[src/hdl/lr_pkg.sv]
// lr_pkg: shared types and defaults for the line rasterizer
// no dependencies; imported by every module of the block
package lr_pkg;

    localparam int COORD_BITS_DEFAULT = 12;
    localparam int QUEUE_DEPTH_DEFAULT = 2;

    typedef enum logic {
        KIND_START = 1'b0,
        KIND_STEP  = 1'b1
    } kind_t;

endpackage

[src/hdl/lr_front.sv]
// lr_front: accepts items, classifies them and precomputes line setup
// depends on lr_pkg; feeds lr_cmd_queue
module lr_front
    import lr_pkg::*;
#(
    parameter int COORD_BITS = COORD_BITS_DEFAULT,
    parameter int CMD_W = 1 + 2 + (COORD_BITS + 2) + 6 * COORD_BITS
)
(
    input  logic [0:0]            kind,
    input  logic [COORD_BITS-1:0] x_start,
    input  logic [COORD_BITS-1:0] y_start,
    input  logic [COORD_BITS-1:0] x_end,
    input  logic [COORD_BITS-1:0] y_end,
    output logic [CMD_W-1:0]      cmd
);

    logic                         x_up;
    logic                         y_up;
    logic [COORD_BITS-1:0]        dx;
    logic [COORD_BITS-1:0]        dy;
    logic signed [COORD_BITS+1:0] err_init;

    always_comb
    begin
        x_up = x_start < x_end;
        y_up = y_start < y_end;
        dx = x_up ? (x_end - x_start) : (x_start - x_end);
        dy = y_up ? (y_end - y_start) : (y_start - y_end);
        err_init = $signed({2'b00, dx}) - $signed({2'b00, dy});
    end

    // field order must match the unpack in lr_back
    assign cmd = {kind, ~x_up, ~y_up, err_init, dy, dx, y_end, x_end, y_start, x_start};

endmodule

[src/hdl/lr_cmd_queue.sv]
// lr_cmd_queue: short first-word-fall-through queue between front and back
// depends on lr_pkg for the default depth
module lr_cmd_queue
    import lr_pkg::*;
#(
    parameter int WIDTH = 8,
    parameter int DEPTH = QUEUE_DEPTH_DEFAULT
)
(
    input  logic             clk,
    input  logic             rst_n,
    input  logic             push,
    input  logic [WIDTH-1:0] push_data,
    output logic             full,
    input  logic             pop,
    output logic             not_empty,
    output logic [WIDTH-1:0] head
);

    localparam int PTR_W = (DEPTH > 1) ? $clog2(DEPTH) : 1;
    localparam int CNT_W = $clog2(DEPTH + 1);

    logic [WIDTH-1:0] entries [DEPTH];
    logic [PTR_W-1:0] wr_ptr_reg, wr_ptr_next;
    logic [PTR_W-1:0] rd_ptr_reg, rd_ptr_next;
    logic [CNT_W-1:0] count_reg, count_next;

    function automatic logic [PTR_W-1:0] ptr_inc(input logic [PTR_W-1:0] p);
        logic [PTR_W-1:0] r;
        if (p == PTR_W'(DEPTH - 1))
            r = '0;
        else
            r = p + PTR_W'(1);
        return r;
    endfunction

    assign full      = count_reg == CNT_W'(DEPTH);
    assign not_empty = count_reg != '0;
    assign head      = entries[rd_ptr_reg];

    always_comb
    begin
        wr_ptr_next = push ? ptr_inc(wr_ptr_reg) : wr_ptr_reg;
        rd_ptr_next = pop ? ptr_inc(rd_ptr_reg) : rd_ptr_reg;
        count_next  = count_reg;
        if (push && !pop)
            count_next = count_reg + CNT_W'(1);
        else if (pop && !push)
            count_next = count_reg - CNT_W'(1);
    end

    always_ff @(posedge clk)
    begin
        if (push)
            entries[wr_ptr_reg] <= push_data;
    end

    always_ff @(posedge clk or negedge rst_n)
    begin
        if (!rst_n)
        begin
            wr_ptr_reg <= '0;
            rd_ptr_reg <= '0;
            count_reg  <= '0;
        end
        else
        begin
            wr_ptr_reg <= wr_ptr_next;
            rd_ptr_reg <= rd_ptr_next;
            count_reg  <= count_next;
        end
    end

`ifndef SYNTHESIS
    a_count_bound: assert property (@(posedge clk) disable iff (!rst_n)
        count_reg <= CNT_W'(DEPTH))
        else $error("queue count above depth");

    a_no_pop_empty: assert property (@(posedge clk) disable iff (!rst_n)
        pop |-> not_empty)
        else $error("pop from empty queue");
`endif

endmodule

[src/hdl/lr_back.sv]
// lr_back: holds the line state, runs the bresenham steps, registers results
// depends on lr_pkg; consumes commands built by lr_front
module lr_back
    import lr_pkg::*;
#(
    parameter int COORD_BITS = COORD_BITS_DEFAULT,
    parameter int CMD_W = 1 + 2 + (COORD_BITS + 2) + 6 * COORD_BITS
)
(
    input  logic                  clk,
    input  logic                  rst_n,
    input  logic                  cmd_valid,
    input  logic [CMD_W-1:0]      cmd,
    output logic                  cmd_pop,
    output logic                  out_valid,
    input  logic                  out_ready,
    output logic [COORD_BITS-1:0] pixel_x,
    output logic [COORD_BITS-1:0] pixel_y,
    output logic                  last_pixel
);

    localparam int CB = COORD_BITS;

    logic              c_kind;
    logic              c_neg_x;
    logic              c_neg_y;
    logic signed [CB+1:0] c_err;
    logic [CB-1:0]     c_dy, c_dx, c_y1, c_x1, c_y0, c_x0;

    assign {c_kind, c_neg_x, c_neg_y, c_err, c_dy, c_dx, c_y1, c_x1, c_y0, c_x0} = cmd;

    logic [CB-1:0]        cur_x_reg, cur_x_next;
    logic [CB-1:0]        cur_y_reg, cur_y_next;
    logic [CB-1:0]        tgt_x_reg, tgt_x_next;
    logic [CB-1:0]        tgt_y_reg, tgt_y_next;
    logic [CB-1:0]        dx_reg, dx_next;
    logic [CB-1:0]        dy_reg, dy_next;
    logic                 neg_x_reg, neg_x_next;
    logic                 neg_y_reg, neg_y_next;
    logic signed [CB+1:0] err_reg, err_next;
    logic                 active_reg, active_next;
    logic                 out_valid_reg, out_valid_next;
    logic [CB-1:0]        pix_x_reg, pix_x_next;
    logic [CB-1:0]        pix_y_reg, pix_y_next;
    logic                 last_reg, last_next;

    logic                 is_start;
    logic                 load_out;
    logic signed [CB+2:0] e2;
    logic signed [CB+2:0] dx_ext;
    logic signed [CB+2:0] dy_ext;
    logic signed [CB+2:0] err_sum;
    logic                 step_x;
    logic                 step_y;
    logic [CB-1:0]        nx;
    logic [CB-1:0]        ny;

    // output stage takes a new item whenever it is empty or being drained
    assign cmd_pop  = cmd_valid && (!out_valid_reg || out_ready);
    assign is_start = kind_t'(c_kind) == KIND_START;
    assign load_out = cmd_pop && (is_start || active_reg);

    always_comb
    begin
        e2     = $signed({err_reg, 1'b0});
        dx_ext = $signed({3'b000, dx_reg});
        dy_ext = $signed({3'b000, dy_reg});
        step_x = e2 > -dy_ext;
        step_y = e2 < dx_ext;
        err_sum = $signed({err_reg[CB+1], err_reg})
                  - (step_x ? dy_ext : '0) + (step_y ? dx_ext : '0);
        nx = cur_x_reg;
        ny = cur_y_reg;
        if (step_x)
            nx = neg_x_reg ? (cur_x_reg - CB'(1)) : (cur_x_reg + CB'(1));
        if (step_y)
            ny = neg_y_reg ? (cur_y_reg - CB'(1)) : (cur_y_reg + CB'(1));
    end

    always_comb
    begin
        cur_x_next     = cur_x_reg;
        cur_y_next     = cur_y_reg;
        tgt_x_next     = tgt_x_reg;
        tgt_y_next     = tgt_y_reg;
        dx_next        = dx_reg;
        dy_next        = dy_reg;
        neg_x_next     = neg_x_reg;
        neg_y_next     = neg_y_reg;
        err_next       = err_reg;
        active_next    = active_reg;
        pix_x_next     = pix_x_reg;
        pix_y_next     = pix_y_reg;
        last_next      = last_reg;
        out_valid_next = out_valid_reg && !out_ready;

        if (cmd_pop)
        begin
            if (is_start)
            begin
                cur_x_next = c_x0;
                cur_y_next = c_y0;
                tgt_x_next = c_x1;
                tgt_y_next = c_y1;
                dx_next    = c_dx;
                dy_next    = c_dy;
                neg_x_next = c_neg_x;
                neg_y_next = c_neg_y;
                err_next   = c_err;
                last_next  = (c_x0 == c_x1) && (c_y0 == c_y1);
            end
            else if (active_reg)
            begin
                cur_x_next = nx;
                cur_y_next = ny;
                err_next   = err_sum[CB+1:0];
                last_next  = (nx == tgt_x_reg) && (ny == tgt_y_reg);
            end
            // a step with no line in progress leaves everything as is
            if (load_out)
            begin
                pix_x_next  = cur_x_next;
                pix_y_next  = cur_y_next;
                active_next = !last_next;
            end
            out_valid_next = load_out;
        end
    end

    always_ff @(posedge clk)
    begin
        cur_x_reg <= cur_x_next;
        cur_y_reg <= cur_y_next;
        tgt_x_reg <= tgt_x_next;
        tgt_y_reg <= tgt_y_next;
        dx_reg    <= dx_next;
        dy_reg    <= dy_next;
        neg_x_reg <= neg_x_next;
        neg_y_reg <= neg_y_next;
        err_reg   <= err_next;
        pix_x_reg <= pix_x_next;
        pix_y_reg <= pix_y_next;
        last_reg  <= last_next;
    end

    always_ff @(posedge clk or negedge rst_n)
    begin
        if (!rst_n)
        begin
            active_reg    <= 1'b0;
            out_valid_reg <= 1'b0;
        end
        else
        begin
            active_reg    <= active_next;
            out_valid_reg <= out_valid_next;
        end
    end

    assign out_valid  = out_valid_reg;
    assign pixel_x    = pix_x_reg;
    assign pixel_y    = pix_y_reg;
    assign last_pixel = last_reg;

`ifndef SYNTHESIS
    a_active_off_end: assert property (@(posedge clk) disable iff (!rst_n)
        active_reg |-> (cur_x_reg != tgt_x_reg) || (cur_y_reg != tgt_y_reg))
        else $error("line active while sitting on its end point");

    a_last_ends_line: assert property (@(posedge clk) disable iff (!rst_n)
        load_out && last_next |=> !active_reg)
        else $error("line still active after last pixel");

    a_idle_step_silent: assert property (@(posedge clk) disable iff (!rst_n)
        cmd_pop && !is_start && !active_reg |=> !out_valid_reg)
        else $error("idle step produced a pixel");
`endif

endmodule

[src/hdl/line_rasterizer_core.sv]
// line_rasterizer_core: top level of the bresenham line generator
// depends on lr_pkg, lr_front, lr_cmd_queue, lr_back
//
//   channel  signals                                   direction
//   input    in_valid/in_ready, kind, x/y start/end    into the block
//   output   out_valid/out_ready, pixel_x/y, last      out of the block
//
// one item per clock sustained while the output is not stalled; a result is registered
// in the command queue, then in the output register, before it can leave
// reset clears control only: queue pointers and count, line active flag, output valid
// either side may stall on its own; the queue absorbs up to QUEUE_DEPTH items
module line_rasterizer_core
    import lr_pkg::*;
#(
    parameter int COORD_BITS  = COORD_BITS_DEFAULT,
    parameter int QUEUE_DEPTH = QUEUE_DEPTH_DEFAULT
)
(
    input  logic                  clk,
    input  logic                  rst_n,
    input  logic                  in_valid,
    output logic                  in_ready,
    input  logic [0:0]            kind,
    input  logic [COORD_BITS-1:0] x_start,
    input  logic [COORD_BITS-1:0] y_start,
    input  logic [COORD_BITS-1:0] x_end,
    input  logic [COORD_BITS-1:0] y_end,
    output logic                  out_valid,
    input  logic                  out_ready,
    output logic [COORD_BITS-1:0] pixel_x,
    output logic [COORD_BITS-1:0] pixel_y,
    output logic                  last_pixel
);

    localparam int CMD_W = 1 + 2 + (COORD_BITS + 2) + 6 * COORD_BITS;

    logic [CMD_W-1:0] front_cmd;
    logic [CMD_W-1:0] queue_head;
    logic             queue_full;
    logic             queue_not_empty;
    logic             queue_pop;

    assign in_ready = !queue_full;

    lr_front #(
        .COORD_BITS (COORD_BITS),
        .CMD_W      (CMD_W)
    ) u_front (
        .kind    (kind),
        .x_start (x_start),
        .y_start (y_start),
        .x_end   (x_end),
        .y_end   (y_end),
        .cmd     (front_cmd)
    );

    lr_cmd_queue #(
        .WIDTH (CMD_W),
        .DEPTH (QUEUE_DEPTH)
    ) u_queue (
        .clk       (clk),
        .rst_n     (rst_n),
        .push      (in_valid && in_ready),
        .push_data (front_cmd),
        .full      (queue_full),
        .pop       (queue_pop),
        .not_empty (queue_not_empty),
        .head      (queue_head)
    );

    lr_back #(
        .COORD_BITS (COORD_BITS),
        .CMD_W      (CMD_W)
    ) u_back (
        .clk        (clk),
        .rst_n      (rst_n),
        .cmd_valid  (queue_not_empty),
        .cmd        (queue_head),
        .cmd_pop    (queue_pop),
        .out_valid  (out_valid),
        .out_ready  (out_ready),
        .pixel_x    (pixel_x),
        .pixel_y    (pixel_y),
        .last_pixel (last_pixel)
    );

endmodule

[config.mk]
export PLATFORM = sky130hd
export DESIGN_NAME = line_rasterizer_core
export DESIGN_NICKNAME = d
export VERILOG_FILES = /design/src/hdl/lr_pkg.sv /design/src/hdl/lr_front.sv /design/src/hdl/lr_cmd_queue.sv /design/src/hdl/lr_back.sv /design/src/hdl/line_rasterizer_core.sv
export SDC_FILE = /design/constraint.sdc
export NUM_CORES = 1
export LEC_CHECK = 0
export ABC_AREA = 1
export ABC_CLOCK_PERIOD_IN_PS = 5900
export CAP_MARGIN = 5
export CELL_PAD_IN_SITES_DETAIL_PLACEMENT = 1
export CELL_PAD_IN_SITES_GLOBAL_PLACEMENT = 1
export CORE_MARGIN = 2
export CORE_UTILIZATION = 51
export DETAILED_ROUTE_END_ITERATION = 7
export DONT_BUFFER_PORTS = 1
export PLACE_DENSITY = 0.91
export SYNTH_ARGS = -nofsm -noshare
export SYNTH_HDL_FRONTEND = slang
export SYNTH_SLANG_ARGS = --single-unit
[constraint.sdc]
create_clock -name clk -period 5.9 [get_ports clk]
set_input_delay 0.295 -clock clk [delete_from_list [all_inputs] [get_ports clk]]
set_output_delay 0.295 -clock clk [all_outputs]
set_load 0.02 [all_outputs]
==> impl_metrics.py <==
metrics = {
    "critical_path": {
        "startpoint_type": "flip-flop",
        "critPathMostFrequentCell": "nand2_1",
        "crit_slowest_cell": "fa_1",
        "cp_max_fo": 8,
        "cp-end-kind": "flip-flop",
        "crit_type": "reg2reg",
        "max_stage_delay_ps": 560,
        "required_ps": 6190,
        "reg2regPathDepth": 34,
        "arrival_ps": 5960,
    },
    "global_route": {
        "grt_start_max_net_pins": 79,
        "grt-ovfl-total": 0,
        "antenna_found_initial": 1,
        "grt_pass1_vias": 16030,
        "grt_usage_pct": 36.02,
        "grt_pass1_wl_um": 96990,
    },
    "floorplanning": {
        "rows": 67,
        "core_mm2": 0.03353,
        "start_util_pct": 51.91,
        "chipHeight_um": 188.7,
        "die_w_um": 188.7,
        "io_pins": 80,
        "die-area_mm2": 0.03562,
    },
    "place": {
        "gp_congestion": 0.8716,
        "io_buffers": 0,
        "place_inst": 2280,
        "dpl.hpwl_um": 40400,
        "post-place-ws_ps": -17.20,
    },
    "synthesis": {
        "syn_inst": 1860,
        "synth_adder_area_share_pct": 10.81,
        "synth_seq_cells": 295,
        "synth_compound_area_share_pct": 8.030,
        "synth_top_cell_by_area": "edfxtp_1",
        "synth.distinct_cells": 47,
        "ys_seq_area_share_pct": 50.72,
        "synth_top_family_by_area": "simple AND/OR/NAND/NOR gates",
        "synth_area_leaders": "edfxtp_1 50%, nand2_1 12%, ha_1 8.6%",
        "netlist_area_mm2": 0.01741,
        "ys_async_sr_fraction_pct": 2.034,
        "yosys.area_share.simple_pct": 18.14,
        "synth_edf_count": 289,
        "syn_nets": 2052,
        "synth-xor-area-share_pct": 4.428,
        "ys_warn_count": 0,
        "muxShareOfSynthArea_pct": 0.5751,
        "yosys.area.top_type_share_pct": 49.86,
        "syn_area_per_cell_um2": 9.358,
        "synth_flop_cell": "edfxtp_1",
    },
    "routing": {
        "firstDrtPassIters": 6,
        "ant_nets": 0,
        "wl_um": 64860,
        "drt_iter0_markers": 1654,
        "via_per_inst": 6.290,
        "post_drt_wl_per_cell_um": 27.09,
        "dr_total_vias": 15060,
        "drc": 0,
    },
    "sta": {
        "maxSlewHeadroom_pct": 25.84,
        "tns_ps": 0,
        "setup_slack_ps": 228.3,
        "setup_violations": 0,
        "fin_crit_sh_pct": 96.13,
        "drv_slew": 0,
        "min_period_ps": 5672,
        "hold_viol_final": 0,
        "max_freq_mhz": 176.3,
        "finalClockSkew_ps": 52.24,
        "tightest_slew_ps": 1111,
    },
    "finish": {
        "largest_register_ffs": 176,
        "areaGrowthSynthToFinish_pct": 12.51,
        "drive_gt1_share_pct": 6.937,
        "antenna_cells": 0,
        "nNetsFinal": 2114,
        "finalCoreUtilization_pct": 58.40,
        "mostFrequentLayoutCell": "nand2_1",
        "final_cells": 2394,
        "most-common-layout-cells": "535 x nand2_1, 289 x edfxtp_1, 279 x inv_1",
    },
    "clocking": {
        "cts.path.max_buffers": 3,
        "cts_buffers": 31,
        "clk-insertion-delay-late_ps": 620,
        "clock-sinks": 295,
        "path_clk_slew_ps": 70,
        "htreeDepth": 1,
        "tritoncts": "yes",
        "cts-root-buf": "clkbuf_16",
    },
    "worst_hold_path": {
        "hold_path_class": "in2async",
    },
    "job": {
        "drv_cap": 0,
    },
    "status": {
        "status": "completed",
    },
}
[critical path: cells and delay by family, from the launching register on]
| family | cells | cell delay, ps |
|---|---|---|
| adders and majority gates | 3 | 1150 |
| and+or+nand+nor | 22 | 2630 |
| AOI/OAI and AO/OA | 4 | 520 |
| xor gates and xnor gates | 2 | 340 |
| DFF | 1 | 410 |
| buffers and inverters | 3 | 300 |
[cell usage after synthesis, types with 2 or more instances]
master and count:
nand2_1 535, edfxtp_1 289, inv_1 281, ha_1 120, nor2_1 92, a21oi_1 86
nand3_1 77, o21ai_0 69, xor2_1 59, xnor2_1 29, clkbuf_1 25, fa_1 19
or2_2 18, o221ai_1 17, o211ai_1 12, mux2i_1 10, nor3_1 10, nand3b_1 9
a31oi_1 8, nand4_1 8, buf_1 6, buf_2 6, dfrtp_1 6, o2111ai_1 6
o21bai_1 6, o22ai_1 6, a21o_1 5, buf_6 5, nand2_2 5, o21ai_2 5
a221oi_1 4, nor2_2 4, o21ai_1 4, inv_2 3, nor4_1 3, nand3_2 2
[layer usage]
layer | track usage, % | wire length [um]
met1 | 42.64 | 23700
met2 | 60.03 | 30410
met3 | 7.450 | 5966
met4 | 22.78 | 4768
met5 | 0 | 13
[through the flow]
stage	hold slack (ps)	cell area (um2)
after detailed placement	-0.4196	17900
after floorplan	-0.5911	17410
after CTS	8.860	19410
after global placement	-0.4601	17900
final	8.591	19580
after global routing	35.15	19580
[cell families (layout without fill, tap and decap cells)]
logic type	count (synthesis)	count (layout)
AOI/OAI and AO/OA	234	234
buffers and inverters	326	412
muxes	10	10
adders and majority gates	139	139
and+or+nand+nor	768	768
DFF	295	295
xor gates and xnor gates	88	88
[what timing repair did]
action	in CTS	in global routing
endpoints found under the hold margin	105	0
hold buffers	51	0
endpoints found under the setup margin	4	7
pin swaps	1	3
buffers inserted	1	5
gates resized for setup	6	29
[worst paths after layout]
kind / from / endpoint / slack, ps
max in group asynchronous: rst_n / u_queue.rd_ptr_reg / 5610
min reg2reg: u_queue.entries[0][65] / u_back.dy_reg[5] / 560
min: rst_n / u_queue.wr_ptr_reg / 9
max: u_back.dy_reg[1] / u_back.err_reg[9] / 230
max reg2reg: u_back.dy_reg[1] / u_back.err_reg[9] / 230
min in group clk: x_end[0] / u_queue.entries[0][48] / 70
[area by class of cell]
cell class	instances	area [um2]
clock inverters	20	168.9
well taps	448	560.5
flip-flops and latches	295	8830
fillers	3752	13950
repair buffers	71	664.4
clock buffers	37	798.3
multi-input cells	1239	7495
inverters	284	1066
Power is not shown: default switching activity piles up to over one toggle a cycle in this logic, so the estimate is an artifact.
